--- src/rtl/core/zsrf_pkg.sv ---
// ----------------------------------------------------------------------------
// Zero-sentinel ring FIFO package
// Shared constants, request codes and control types for the FIFO block.
// ----------------------------------------------------------------------------
package zsrf_pkg;

  // Default number of physical slots in the slot memory.
  localparam int MAX_SLOTS_DEFAULT = 256;

  // Field widths fixed by the interface.
  localparam int DATA_W  = 32;
  localparam int REQ_W   = 2;
  localparam int QSIZE_W = 9;

  // Queue size after reset.
  localparam logic [QSIZE_W-1:0] QSIZE_RESET = 9'd256;

  // Request codes. Code 3 is unused; it returns a result with zero data, stored low.
  localparam logic [REQ_W-1:0] REQ_ADD   = 2'd0;
  localparam logic [REQ_W-1:0] REQ_TAKE  = 2'd1;
  localparam logic [REQ_W-1:0] REQ_CLEAN = 2'd2;

  // Controller states, one-hot.
  typedef enum logic [2:0] {
    ST_CLEAR = 3'b001,
    ST_IDLE  = 3'b010,
    ST_READ  = 3'b100
  } state_t;

  // Commands from the controller to the pointer unit.
  typedef struct packed {
    logic clear;
    logic adv_rd;
    logic adv_wr;
  } ptr_ctrl_t;

endpackage

--- src/rtl/core/zsrf_ptr.sv ---
// ----------------------------------------------------------------------------
// Zero-sentinel ring FIFO pointer unit
// Holds the read and write pointers, advances them with wrap at the active
// size and reports whether each pointer lies inside the active size.
// ----------------------------------------------------------------------------
module zsrf_ptr
  import zsrf_pkg::*;
#(
  parameter int PTR_W  = 8,
  parameter int SIZE_W = 9
) (
  input  logic              clk,
  input  logic              rst,
  input  ptr_ctrl_t         ctrl,
  input  logic [SIZE_W-1:0] size,
  output logic [PTR_W-1:0]  rd_ptr,
  output logic [PTR_W-1:0]  wr_ptr,
  output logic              rd_ok,
  output logic              wr_ok
);

  logic [PTR_W:0]   rd_inc;
  logic [PTR_W:0]   wr_inc;
  logic [PTR_W-1:0] rd_ptr_next;
  logic [PTR_W-1:0] wr_ptr_next;

  // Range checks against the active size.
  assign rd_ok = SIZE_W'(rd_ptr) < size;
  assign wr_ok = SIZE_W'(wr_ptr) < size;

  // Advance with wrap: the incremented pointer wraps to zero at the size.
  always_comb begin
    rd_inc      = {1'b0, rd_ptr} + 1'b1;
    wr_inc      = {1'b0, wr_ptr} + 1'b1;
    rd_ptr_next = (SIZE_W'(rd_inc) < size) ? rd_inc[PTR_W-1:0] : '0;
    wr_ptr_next = (SIZE_W'(wr_inc) < size) ? wr_inc[PTR_W-1:0] : '0;
  end

  // Pointer registers.
  always_ff @(posedge clk) begin
    if (rst || ctrl.clear) begin
      rd_ptr <= '0;
      wr_ptr <= '0;
    end else begin
      if (ctrl.adv_rd) begin
        rd_ptr <= rd_ptr_next;
      end
      if (ctrl.adv_wr) begin
        wr_ptr <= wr_ptr_next;
      end
    end
  end

endmodule

--- config.mk ---
export PLATFORM = sky130hd
export DESIGN_NAME = zsrf_ptr
export DESIGN_NICKNAME = d
export VERILOG_FILES = /design/src/rtl/core/zsrf_pkg.sv /design/src/rtl/core/zsrf_ptr.sv
export SDC_FILE = /design/constraint.sdc
export NUM_CORES = 1
export LEC_CHECK = 0
export BUFFER_PORTS_ARGS = -buffer_cell sky130_fd_sc_hd__buf_2
export CORE_MARGIN = 5
export CORE_UTILIZATION = 50
export DETAILED_ROUTE_END_ITERATION = 12
export PLACE_DENSITY = 0.74
export SLEW_MARGIN = 30
export SYNTH_ARGS = -nofsm -noshare
export SYNTH_HDL_FRONTEND = slang
export SYNTH_SLANG_ARGS = --single-unit
export TNS_END_PERCENT = 50
--- constraint.sdc ---
create_clock -name clk -period 5.5 [get_ports clk]
set_input_delay 0.275 -clock clk [delete_from_list [all_inputs] [get_ports clk]]
set_output_delay 0.275 -clock clk [all_outputs]
set_load 0.01 [all_outputs]
==> metrics.yaml, run 1 <==
grt_start_max_net_pins: 17
power.density_mw_per_mm2: 130.5
start_util_pct: 52.17
max-vdd-ir-drop_uv: 73.44
post_cts_resized: 0
placed_cell_area_mm2: 0.001794
setup_viol: 0
critical_path.max_fanout: 9
drtAntennaViolNets: 0
hold_depth: 4
cts_tree: "yes"
drt_iter0_markers: 60
vias: 1464
worstMarginPinSlew_ps: 437.7
final_cell_area_mm2: 0.001831
synth_cell_types: 34
period_needed_ps: 2561
p_leak_uw: 0.0009079
clkSinkCount: 16
fp.dieH_um: 66.44
r2r-end: "rd_ptr[3]$_SDFFE_PP0P_"
hold_start: "rst"
synth_area_mm2: 0.001593
hold_path_end: "rd_ptr[0]$_SDFFE_PP0P_"
fin_crit_sh_pct: 46.57
drive_above_1_share_pct: 19.21
final_common_cell: "ha_1"
htreeDepth: 1
final_cell_mix: "32 x ha_1, 31 x buf_2, 25 x a21oi_1"
diodes: 0
track_usage_pct: 17.47
drv_slew: 0
clk_pin_slew_ps: 100
dp_cells: 269
fmax_mhz: 390.4
drc: 0
rsz0062_at_grt: "false"
ys_seq_elements: 16
finalNonFillerCells: 273
crit_required_ps: 5720
multi_input_area_mm2: 0.001222
fin_tns_setup_ps: 0
viasPerCell: 5.363
post-place-ws_ps: 2970
clock_skew_ps: 1.102
antenna_found_initial: 0
critPathCaptureType: "register"
cts.path.max_buffers: 2
r2r_start: "rd_ptr[0]$_SDFFE_PP0P_"
hold_viol: 0
wirelength_um: 3529
syn_to_final_growth_pct: 14.93
io_pins: 32
hold_buffers: 0
grt_overflow: 0
drv_cap: 0
dieWidth_um: 66.44
wl_per_cell_um: 12.93
fin_ws_ps: 2939
grt_pass1_wl_um: 6092
ff_latch_area_um2: 320.3
hold_path.class: "in -> reg"
ys_warn_count: 0
num_rows: 20
maxSlewHeadroom_pct: 70.82
nets: 276
clk_latency_ps: 290
numPortBuffers: 31
cp.arrival_ps: 2780
synth_seq_area_share_pct: 20.11
outcome: "complete, no violations"
synth_nets: 242
cp-start-kind: "register"
core_mm2: 0.003053
die_area_mm2: 0.004414
postCtsSetupBuffers: 0
r2r_setup_slack_ps: 2940
hpwl_um: 2843
crit_type: "reg -> reg"
syn_inst: 196
grt_pass1_vias: 1407
gp_congestion: 0.8616
first_pass_iters: 4
root_buffer: "clkbuf_4"
ff2ff_path_depth: 10
cts_made_buffers: 3
synth.avg_cell_area_um2: 8.126
nFillCells: 296
-- worst max path at each step --
stage	from	to	slack (ps)	cells after the start
5_1_grt	wr_ptr[0]$_SDFFE_PP0P_	wr_ptr[6]$_SDFFE_PP0P_	2650	11
6_report	rd_ptr[0]$_SDFFE_PP0P_	rd_ptr[3]$_SDFFE_PP0P_	2940	10
4_1_cts	rd_ptr[0]$_SDFFE_PP0P_	rd_ptr[5]$_SDFFE_PP0P_	2940	10
3_3_place_gp	rd_ptr[0]$_SDFFE_PP0P_	rd_ptr[6]$_SDFFE_PP0P_	2990	10
2_1_floorplan	rd_ptr[0]$_SDFFE_PP0P_	rd_ptr[5]$_SDFFE_PP0P_	3170	10
3_5_place_dp	rd_ptr[0]$_SDFFE_PP0P_	rd_ptr[3]$_SDFFE_PP0P_	2970	10
-- power breakdown --
part | switching (uW) | internal, uW
sequential | 1.91 | 117
combinational | 23.5 | 16.4
clock | 40.1 | 40.3
total | 65.4 | 173
-- flip-flops by register name, indices dropped and copies added, names as in the netlist --
register and cells:
wr_ptr 8, rd_ptr 8
-- critical path, cell delays in order (launching register included) --
cell	delay (ps)
dfxtp_1	510
ha_1	270
nand4_1	160
and2_1	210
or2_2	290
ha_1	300
nand3_1	110
nor2_1	70
a22oi_4	290
nand3_1	110
a21oi_1	180
-- Yosys cell counts (all sizes together) --
library cell,n,area share (%)
or2b,2,0.94
a22oi,2,2.1
ha,32,25
and3,1,0.39
nand4,2,0.79
and4,1,0.55
xnor2,4,2.2
clkbuf,2,0.55
nand3b,2,0.94
nand4b,2,1.1
nor3,2,0.94
inv,11,2.6
nor2,11,2.6
nand3,24,7.9
or2,4,1.6
nor2b,2,0.79
a21oi,25,7.9
o21ai,4,1.3
nand2b,15,5.9
and2,4,1.6
a41oi,4,3.1
dfxtp,16,20
o31ai,1,0.47
nand2,11,2.6
xor2,5,2.7
o211ai,3,1.4
a21o,4,1.9
-- stage by stage --
step | hold WS (ps) | util [%] | power, uW
floorplan | 445.4 | - | 147.3
global placement | 522.5 | 58.77 | 160.1
detailed placement | 531.0 | 58.77 | 161.1
CTS | 257.6 | 59.96 | 241.3
global route | 277.6 | 59.96 | 253.7
finish | 262.4 | 59.96 | 238.9
-- per-layer routing --
metal | global-route usage (%) | vias to the layer above | wire [um]
li1 | - | 772 | -
met1 | 22.87 | 653 | 1699
met2 | 29.86 | 35 | 1623
met3 | 1.701 | 4 | 170
met4 | 5.330 | 0 | 36
met5 | 0 | - | 0
-- logic make-up after synthesis --
kind of cell | synth area share [%]
buffers and inverters | 3.142
adder cells (fa/ha/maj) | 25.14
flip-flops | 20.11
AO/OA/AOI/OAI | 18.15
XOR/XNOR | 4.949
AND/OR/NAND/NOR | 28.51
-- area by class of cell --
cell class	count	area share, %
clock buffer	4	1.982
inverter	11	2.256
multi-input combinational	167	66.78
sequential	16	17.50
tap	44	3.008
timing repair buffer	31	8.476
Power figures use the tool's default switching activity.
==> run 2, diff against run 1 <==
PLACE_DENSITY = 0.77   (was 0.74)
clock period = 2.31 ns   (was 5.5 ns; I/O delays follow)
==> run 2 against run 1 <==
Fmax grew 13%. First-iteration DRC count is 53% higher. Die area unchanged. Worst setup slack worse by 2900 ps. Sequential cell count unchanged. Register-to-register slack got worse by 2900 ps. Non-clock buffer count increased by 30. Combinational power increased to 3.0 times the previous value. Core utilization is 13 points higher. Worst hold slack got worse by 170 ps. Critical path type unchanged. Largest power group unchanged.
==> metrics.yaml, run 2 (synthesis results as in run 1) <==
met2_usage_pct: 32.84  # was 29.86%
rsz0062_at_grt: "true"  # was false
met3_usage_pct: 2.721  # was 1.701%
viasPerCell: 5.682  # was 5.363
drc: 0  # unchanged
final_common_cell: "buf_2"  # was ha_1
hold_buffers: 0  # unchanged
crit_required_ps: 2540  # was 5720 ps
antenna_found_initial: 0  # unchanged
dieWidth_um: 66.44  # unchanged
drt_iter0_markers: 92  # was 60
ff_latch_area_um2: 340.3  # was 320.3 um2
post-route-util_pct: 73.40  # was 59.96%
maxSlewHeadroom_pct: 75.58  # was 70.82%
clock_skew_ps: 0.9563  # was 1.102 ps
r2r_setup_slack_ps: 50  # was 2940 ps
max-vdd-ir-drop_uv: 199.4  # was 73.44 uV
cp-start-kind: "register"  # unchanged
cp.arrival_ps: 2490  # was 2780 ps
core_mm2: 0.003053  # unchanged
grt_pass1_wl_um: 6637  # was 6092 um
grt_overflow: 0  # unchanged
grt_pass1_vias: 1549  # was 1407
drv_cap: 0  # unchanged
start_util_pct: 52.17  # unchanged
htreeDepth: 1  # unchanged
final_cell_mix: "31 x buf_2, 26 x ha_1, 26 x buf_4"  # was 32 x ha_1, 31 x buf_2, 25 x a21oi_1
multi_input_area_mm2: 0.001386  # was 0.001222 mm2
period_needed_ps: 2259  # was 2561 ps
nFillCells: 242  # was 296
grt_start_max_net_pins: 17  # unchanged
numPortBuffers: 31  # unchanged
worstMarginPinSlew_ps: 365.2  # was 437.7 ps
wl_per_cell_um: 15.16  # was 12.93 um
nets: 306  # was 276
clk_pin_slew_ps: 100  # about the same
fin_crit_sh_pct: 97.78  # was 46.57%
clkSinkCount: 16  # unchanged
fin_tns_setup_ps: 0  # unchanged
cts_made_buffers: 3  # unchanged
track_usage_pct: 19.36  # was 17.47%
power.density_mw_per_mm2: 248.1  # was 130.5 mW/mm2
root_buffer: "clkbuf_4"  # unchanged
outcome: "complete, no violations"  # unchanged
top_usage_layer: "met2"  # unchanged
grt_use_met1_pct: 24.08  # was 22.87%
hold_viol: 0  # unchanged
clk_latency_ps: 300  # was 290 ps
drtAntennaViolNets: 0  # unchanged
crit_type: "reg -> reg"  # unchanged
diodes: 0  # unchanged
p_leak_uw: 0.001076  # was 0.0009079 uW
cts_tree: "yes"  # unchanged
gp_congestion: 0.8785  # was 0.8616
fmax_mhz: 442.7  # was 390.4 MHz
drv_slew: 0  # unchanged
die_area_mm2: 0.004414  # unchanged
critPathCaptureType: "register"  # unchanged
critical_path.max_fanout: 8  # was 9
first_pass_iters: 4  # unchanged
setup_viol: 0  # unchanged
drive_above_1_share_pct: 39.53  # was 19.21%
vias: 1716  # was 1464
wirelength_um: 4579  # was 3529 um
num_rows: 20  # unchanged
io_pins: 32  # unchanged
largestRegisters: "rd_ptr x8, wr_ptr x8"  # unchanged
cts.path.max_buffers: 2  # unchanged
hpwl_um: 3072  # was 2843 um
fp.dieH_um: 66.44  # unchanged
syn_to_final_growth_pct: 40.69  # was 14.93%
hold_path.class: "in -> reg"  # unchanged
==> run 2: cell types whose count changed in the layout (fill, tap and decap cells not counted), moves of 3 or more <==
cell     previous run  this run
buf_4               0        26
dfxtp_1            16         6
dfxtp_2             0         7
ha_1               32        26
ha_4                0         6
nand3_1            23        18
buf_6               0         4
nand3_2             1         5
nor2_1             11         7
nor2_2              0         4
dfxtp_4             0         3
==> run 2: worst paths after layout <==
check                         startpoint                endpoint  depth (start not counted)
setup / recovery  wr_ptr[0]$_SDFFE_PP0P_  wr_ptr[3]$_SDFFE_PP0P_                          9
hold / removal                       rst  rd_ptr[0]$_SDFFE_PP0P_                          4
setup reg to reg  wr_ptr[0]$_SDFFE_PP0P_  wr_ptr[3]$_SDFFE_PP0P_                          9
hold reg to reg   rd_ptr[5]$_SDFFE_PP0P_  rd_ptr[5]$_SDFFE_PP0P_                          2
==> run 2: layout make-up <==
cell class	count	share of cell area, %
sequential	16	15.19
timing repair buffer	61	17.64
inverter	11	1.843
tap	44	2.457
clock buffer	3	1.005
multi-input combinational	167	61.86
==> run 2: per-stage QoR <==
step	setup WS [ps]	cells	area (um2)	total power, uW	hold slack, ps
detailed placement	-21.14	284	1908	387.7	415.5
floorplan	1.603	196	1594	350.8	285.9
CTS	-9.322	289	1946	542.8	94.68
global route	-102.4	302	2241	588.7	117.7
finish	51.18	302	2241	555.9	94.44
global placement	75.03	284	1908	384.3	394.5
==> run 2: routing by layer <==
| metal | vias up | share of wire (%) |
|---|---|---|
| met4 | 0 | 2.9 |
| met3 | 15 | 4.1 |
| li1 | 841 | - |
| met2 | 47 | 50 |
| met5 | - | 0 |
| met1 | 813 | 43 |
==> run 2: report_power, final <==
group	switching (uW)	leakage, uW	internal (uW)	total [uW]
sequential	3.28	0.000135	275	279
clock	95.2	0.0000138	60.9	156
combinational	68.3	0.000928	53.0	121
total	167	0.00108	389	556
==> run 2: critical path, stage by stage (launching register included) <==
cell      delay, ps
dfxtp_4         390
nand3_4         100
nor3_4          200
xor2_1          240
ha_1            330
nand3_1         110
nand4b_1        160
a41oi_4         380
nand3_1         130
a21oi_1         160
==> run 2: timing repair <==
item                                    in CTS  in global routing
pin swaps                                    2                 20
gates resized for setup                      0                 42
buffers inserted                             2                 13
endpoints found under the setup margin      11                 16
==> run 3, diff against run 2 <==
SETUP_SLACK_MARGIN = 0.4   (was default)
==> run 3 against run 2 <==
Fmax grew 1.9%. Count of clock-buffer cells in the layout grew 1. Wire length grew 2.5%. Design area grew 4.9%. Via count is essentially flat. Non-clock buffer count grew 8. Critical endpoint unchanged. Global-route usage grew 2.9 points. First-iteration DRC count grew 16%. Combinational power is essentially flat. Critical path depth is the same. Critical path type unchanged. Register-to-register slack gained 40 ps. Largest cell class unchanged. Highest routed layer unchanged. Sequential share of layout area shrank 0.17 points.
==> metrics.yaml, run 3 (synthesis results as in run 1) <==
ff_latch_area_um2: 352.8  # was 340.3 um2
clock_skew_ps: 5.267  # was 0.9563 ps
critical-path-max-stage-delay_ps: 410  # was 390 ps
critPathCaptureType: "register"  # unchanged
crit_type: "reg -> reg"  # unchanged
hpwl_um: 2965  # was 3072 um
drive_above_1_share_pct: 43.07  # was 39.53%
max-vdd-ir-drop_uv: 171.7  # was 199.4 uV
final_common_cell: "buf_4"  # was buf_2
critical_path.max_fanout: 8  # unchanged
diodes: 0  # unchanged
worstMarginPinSlew_ps: 334.8  # was 365.2 ps
clk_pin_slew_ps: 110  # was 100 ps
num_rows: 20  # unchanged
placed_cell_area_mm2: 0.001949  # was 0.001908 mm2
worst-path-buf-inv: 2  # was 0
numPortBuffers: 31  # unchanged
wl_met3_um: 201  # was 186 um
final_cell_mix: "36 x buf_4, 31 x buf_2, 26 x ha_1"  # was 31 x buf_2, 26 x ha_1, 26 x buf_4
hold_buffers: 0  # unchanged
wirelength_um: 4693  # was 4579 um
htreeDepth: 1  # unchanged
outcome: "complete, no violations"  # unchanged
multi_input_area_mm2: 0.001416  # was 0.001386 mm2
fin_crit_sh_pct: 95.96  # was 97.78%
cp.arrival_ps: 2450  # was 2490 ps
drv_slew: 0  # unchanged
largestRegisters: "rd_ptr x8, wr_ptr x8"  # unchanged
root_buffer: "clkbuf_4"  # unchanged
cpMostUsedCell: "buf_4"  # was nand3_1
p_leak_uw: 0.001135  # was 0.001076 uW
grt_overflow: 0  # unchanged
nets: 314  # was 306
crit_required_ps: 2540  # about the same
wl_met1_um: 2106  # was 1976 um
met2_length_um: 2315  # was 2284 um
grt_pass1_wl_um: 7748  # was 6637 um
core_mm2: 0.003053  # unchanged
drc: 0  # unchanged
fp.dieH_um: 66.44  # unchanged
hold_viol: 0  # unchanged
vias: 1717  # was 1716
final_cell_area_mm2: 0.002350  # was 0.002241 mm2
maxSlewHeadroom_pct: 77.61  # was 75.58%
highest_layer: "met4"  # unchanged
cts_tree: "yes"  # unchanged
viasPerCell: 5.521  # was 5.682
drv_cap: 0  # unchanged
whs_ps: 94.39  # was 94.44 ps
first_pass_iters: 5  # was 4
power.density_mw_per_mm2: 252.3  # was 248.1 mW/mm2
fin_tns_setup_ps: 0  # unchanged
grt_start_max_net_pins: 17  # unchanged
setup_viol: 0  # unchanged
finalNonFillerCells: 311  # was 302
crit_path_top_delay_cell: "dfxtp_4"  # unchanged
fmax_mhz: 451.1  # was 442.7 MHz
hold_path.class: "in -> reg"  # unchanged
cts_made_buffers: 3  # unchanged
period_needed_ps: 2217  # was 2259 ps
wl_per_cell_um: 15.09  # was 15.16 um
syn_to_final_growth_pct: 47.53  # was 40.69%
clk_latency_ps: 300  # about the same
track_usage_pct: 22.29  # was 19.36%
gp_congestion: 0.8610  # was 0.8785
clkSinkCount: 16  # unchanged
cts.path.max_buffers: 2  # unchanged
io_pins: 32  # unchanged
fin_ws_ps: 93.40  # was 51.18 ps
antenna_found_initial: 0  # unchanged
die_area_mm2: 0.004414  # unchanged
nFillCells: 218  # was 242
critPathTopFamily: "simple AND/OR/NAND/NOR gates"  # unchanged
cp-start-kind: "register"  # unchanged
crit_chain: "nand3_4 > nor3_4 > xor2_1 > ha_1 > buf_4 > buf_4 > a41oi_4 > nand3_1 > a21oi_1"  # was nand3_4 > nor3_4 > xor2_1 > ha_1 > nand3_1 > nand4b_1 > a41oi_4 > nand3_1 > a21oi_1
rsz0062_at_grt: "true"  # unchanged
dp_cells: 275  # was 284
drtAntennaViolNets: 0  # unchanged
post-place-ws_ps: 76.12  # was -21.14 ps
start_util_pct: 52.17  # unchanged
drt_iter0_markers: 107  # was 92
dieWidth_um: 66.44  # unchanged
grt_pass1_vias: 1677  # was 1549
[run 3: cell types whose count changed in the layout (fill, tap and decap cells not counted), moves of 2 or more]
| cell | delta |
|---|---|
| buf_4 | +10 |
| nand3_1 | -2 |
| buf_6 | -2 |
| dfxtp_4 | +4 |
| nor2_2 | -2 |
| dfxtp_1 | -2 |
| dfxtp_2 | -2 |
[run 3: power breakdown]
part           internal (uW)  switching (uW)  leakage (uW)
clock                   96.1            99.7     0.0000210
combinational           54.1            67.3      0.000977
sequential               271            4.25      0.000137
[run 3: worst paths after layout]
path         slack, ps                      to                    from  depth (start not counted)
min reg2reg        500  rd_ptr[4]$_SDFFE_PP0P_  rd_ptr[4]$_SDFFE_PP0P_                          2
max reg2reg         90  wr_ptr[3]$_SDFFE_PP0P_  wr_ptr[0]$_SDFFE_PP0P_                          9
max                 90  wr_ptr[3]$_SDFFE_PP0P_  wr_ptr[0]$_SDFFE_PP0P_                          9
min                 90  rd_ptr[0]$_SDFFE_PP0P_                     rst                          4
[run 3: timing repair]
item | CTS | global route
pin swaps | 27 | 6
endpoints found under the setup margin | 18 | 18
setup buffers | 27 | 5
gates resized for setup | 14 | 9
[run 3: metrics by stage]
step	total power [uW]	util (%)
after floorplan	351.7	-
after global placement	381.8	63.85
after detailed placement	384.1	63.85
after CTS	589.3	74.06
after global routing	624.7	76.97
final	592.8	76.97
[run 3: layout make-up]
cell class                 count  area share, %
sequential                    16          15.02
multi-input combinational    167          60.28
inverter                      11          1.757
tap                           44          2.343
timing repair buffer          69          19.06
clock buffer                   4          1.544
[run 3: routing by layer]
| layer | GRT usage [%] | vias up |
|---|---|---|
| met3 | 2.721 | 8 |
| li1 | - | 855 |
| met1 | 28.79 | 802 |
| met4 | 5.076 | 0 |
| met2 | 39.03 | 52 |
| met5 | 0 | - |
[run 3: tightest hold or removal path, stage by stage]
cell and delay, ps:
buf_2 80, nor2_1 30, nand3b_1 70, o31ai_1 60
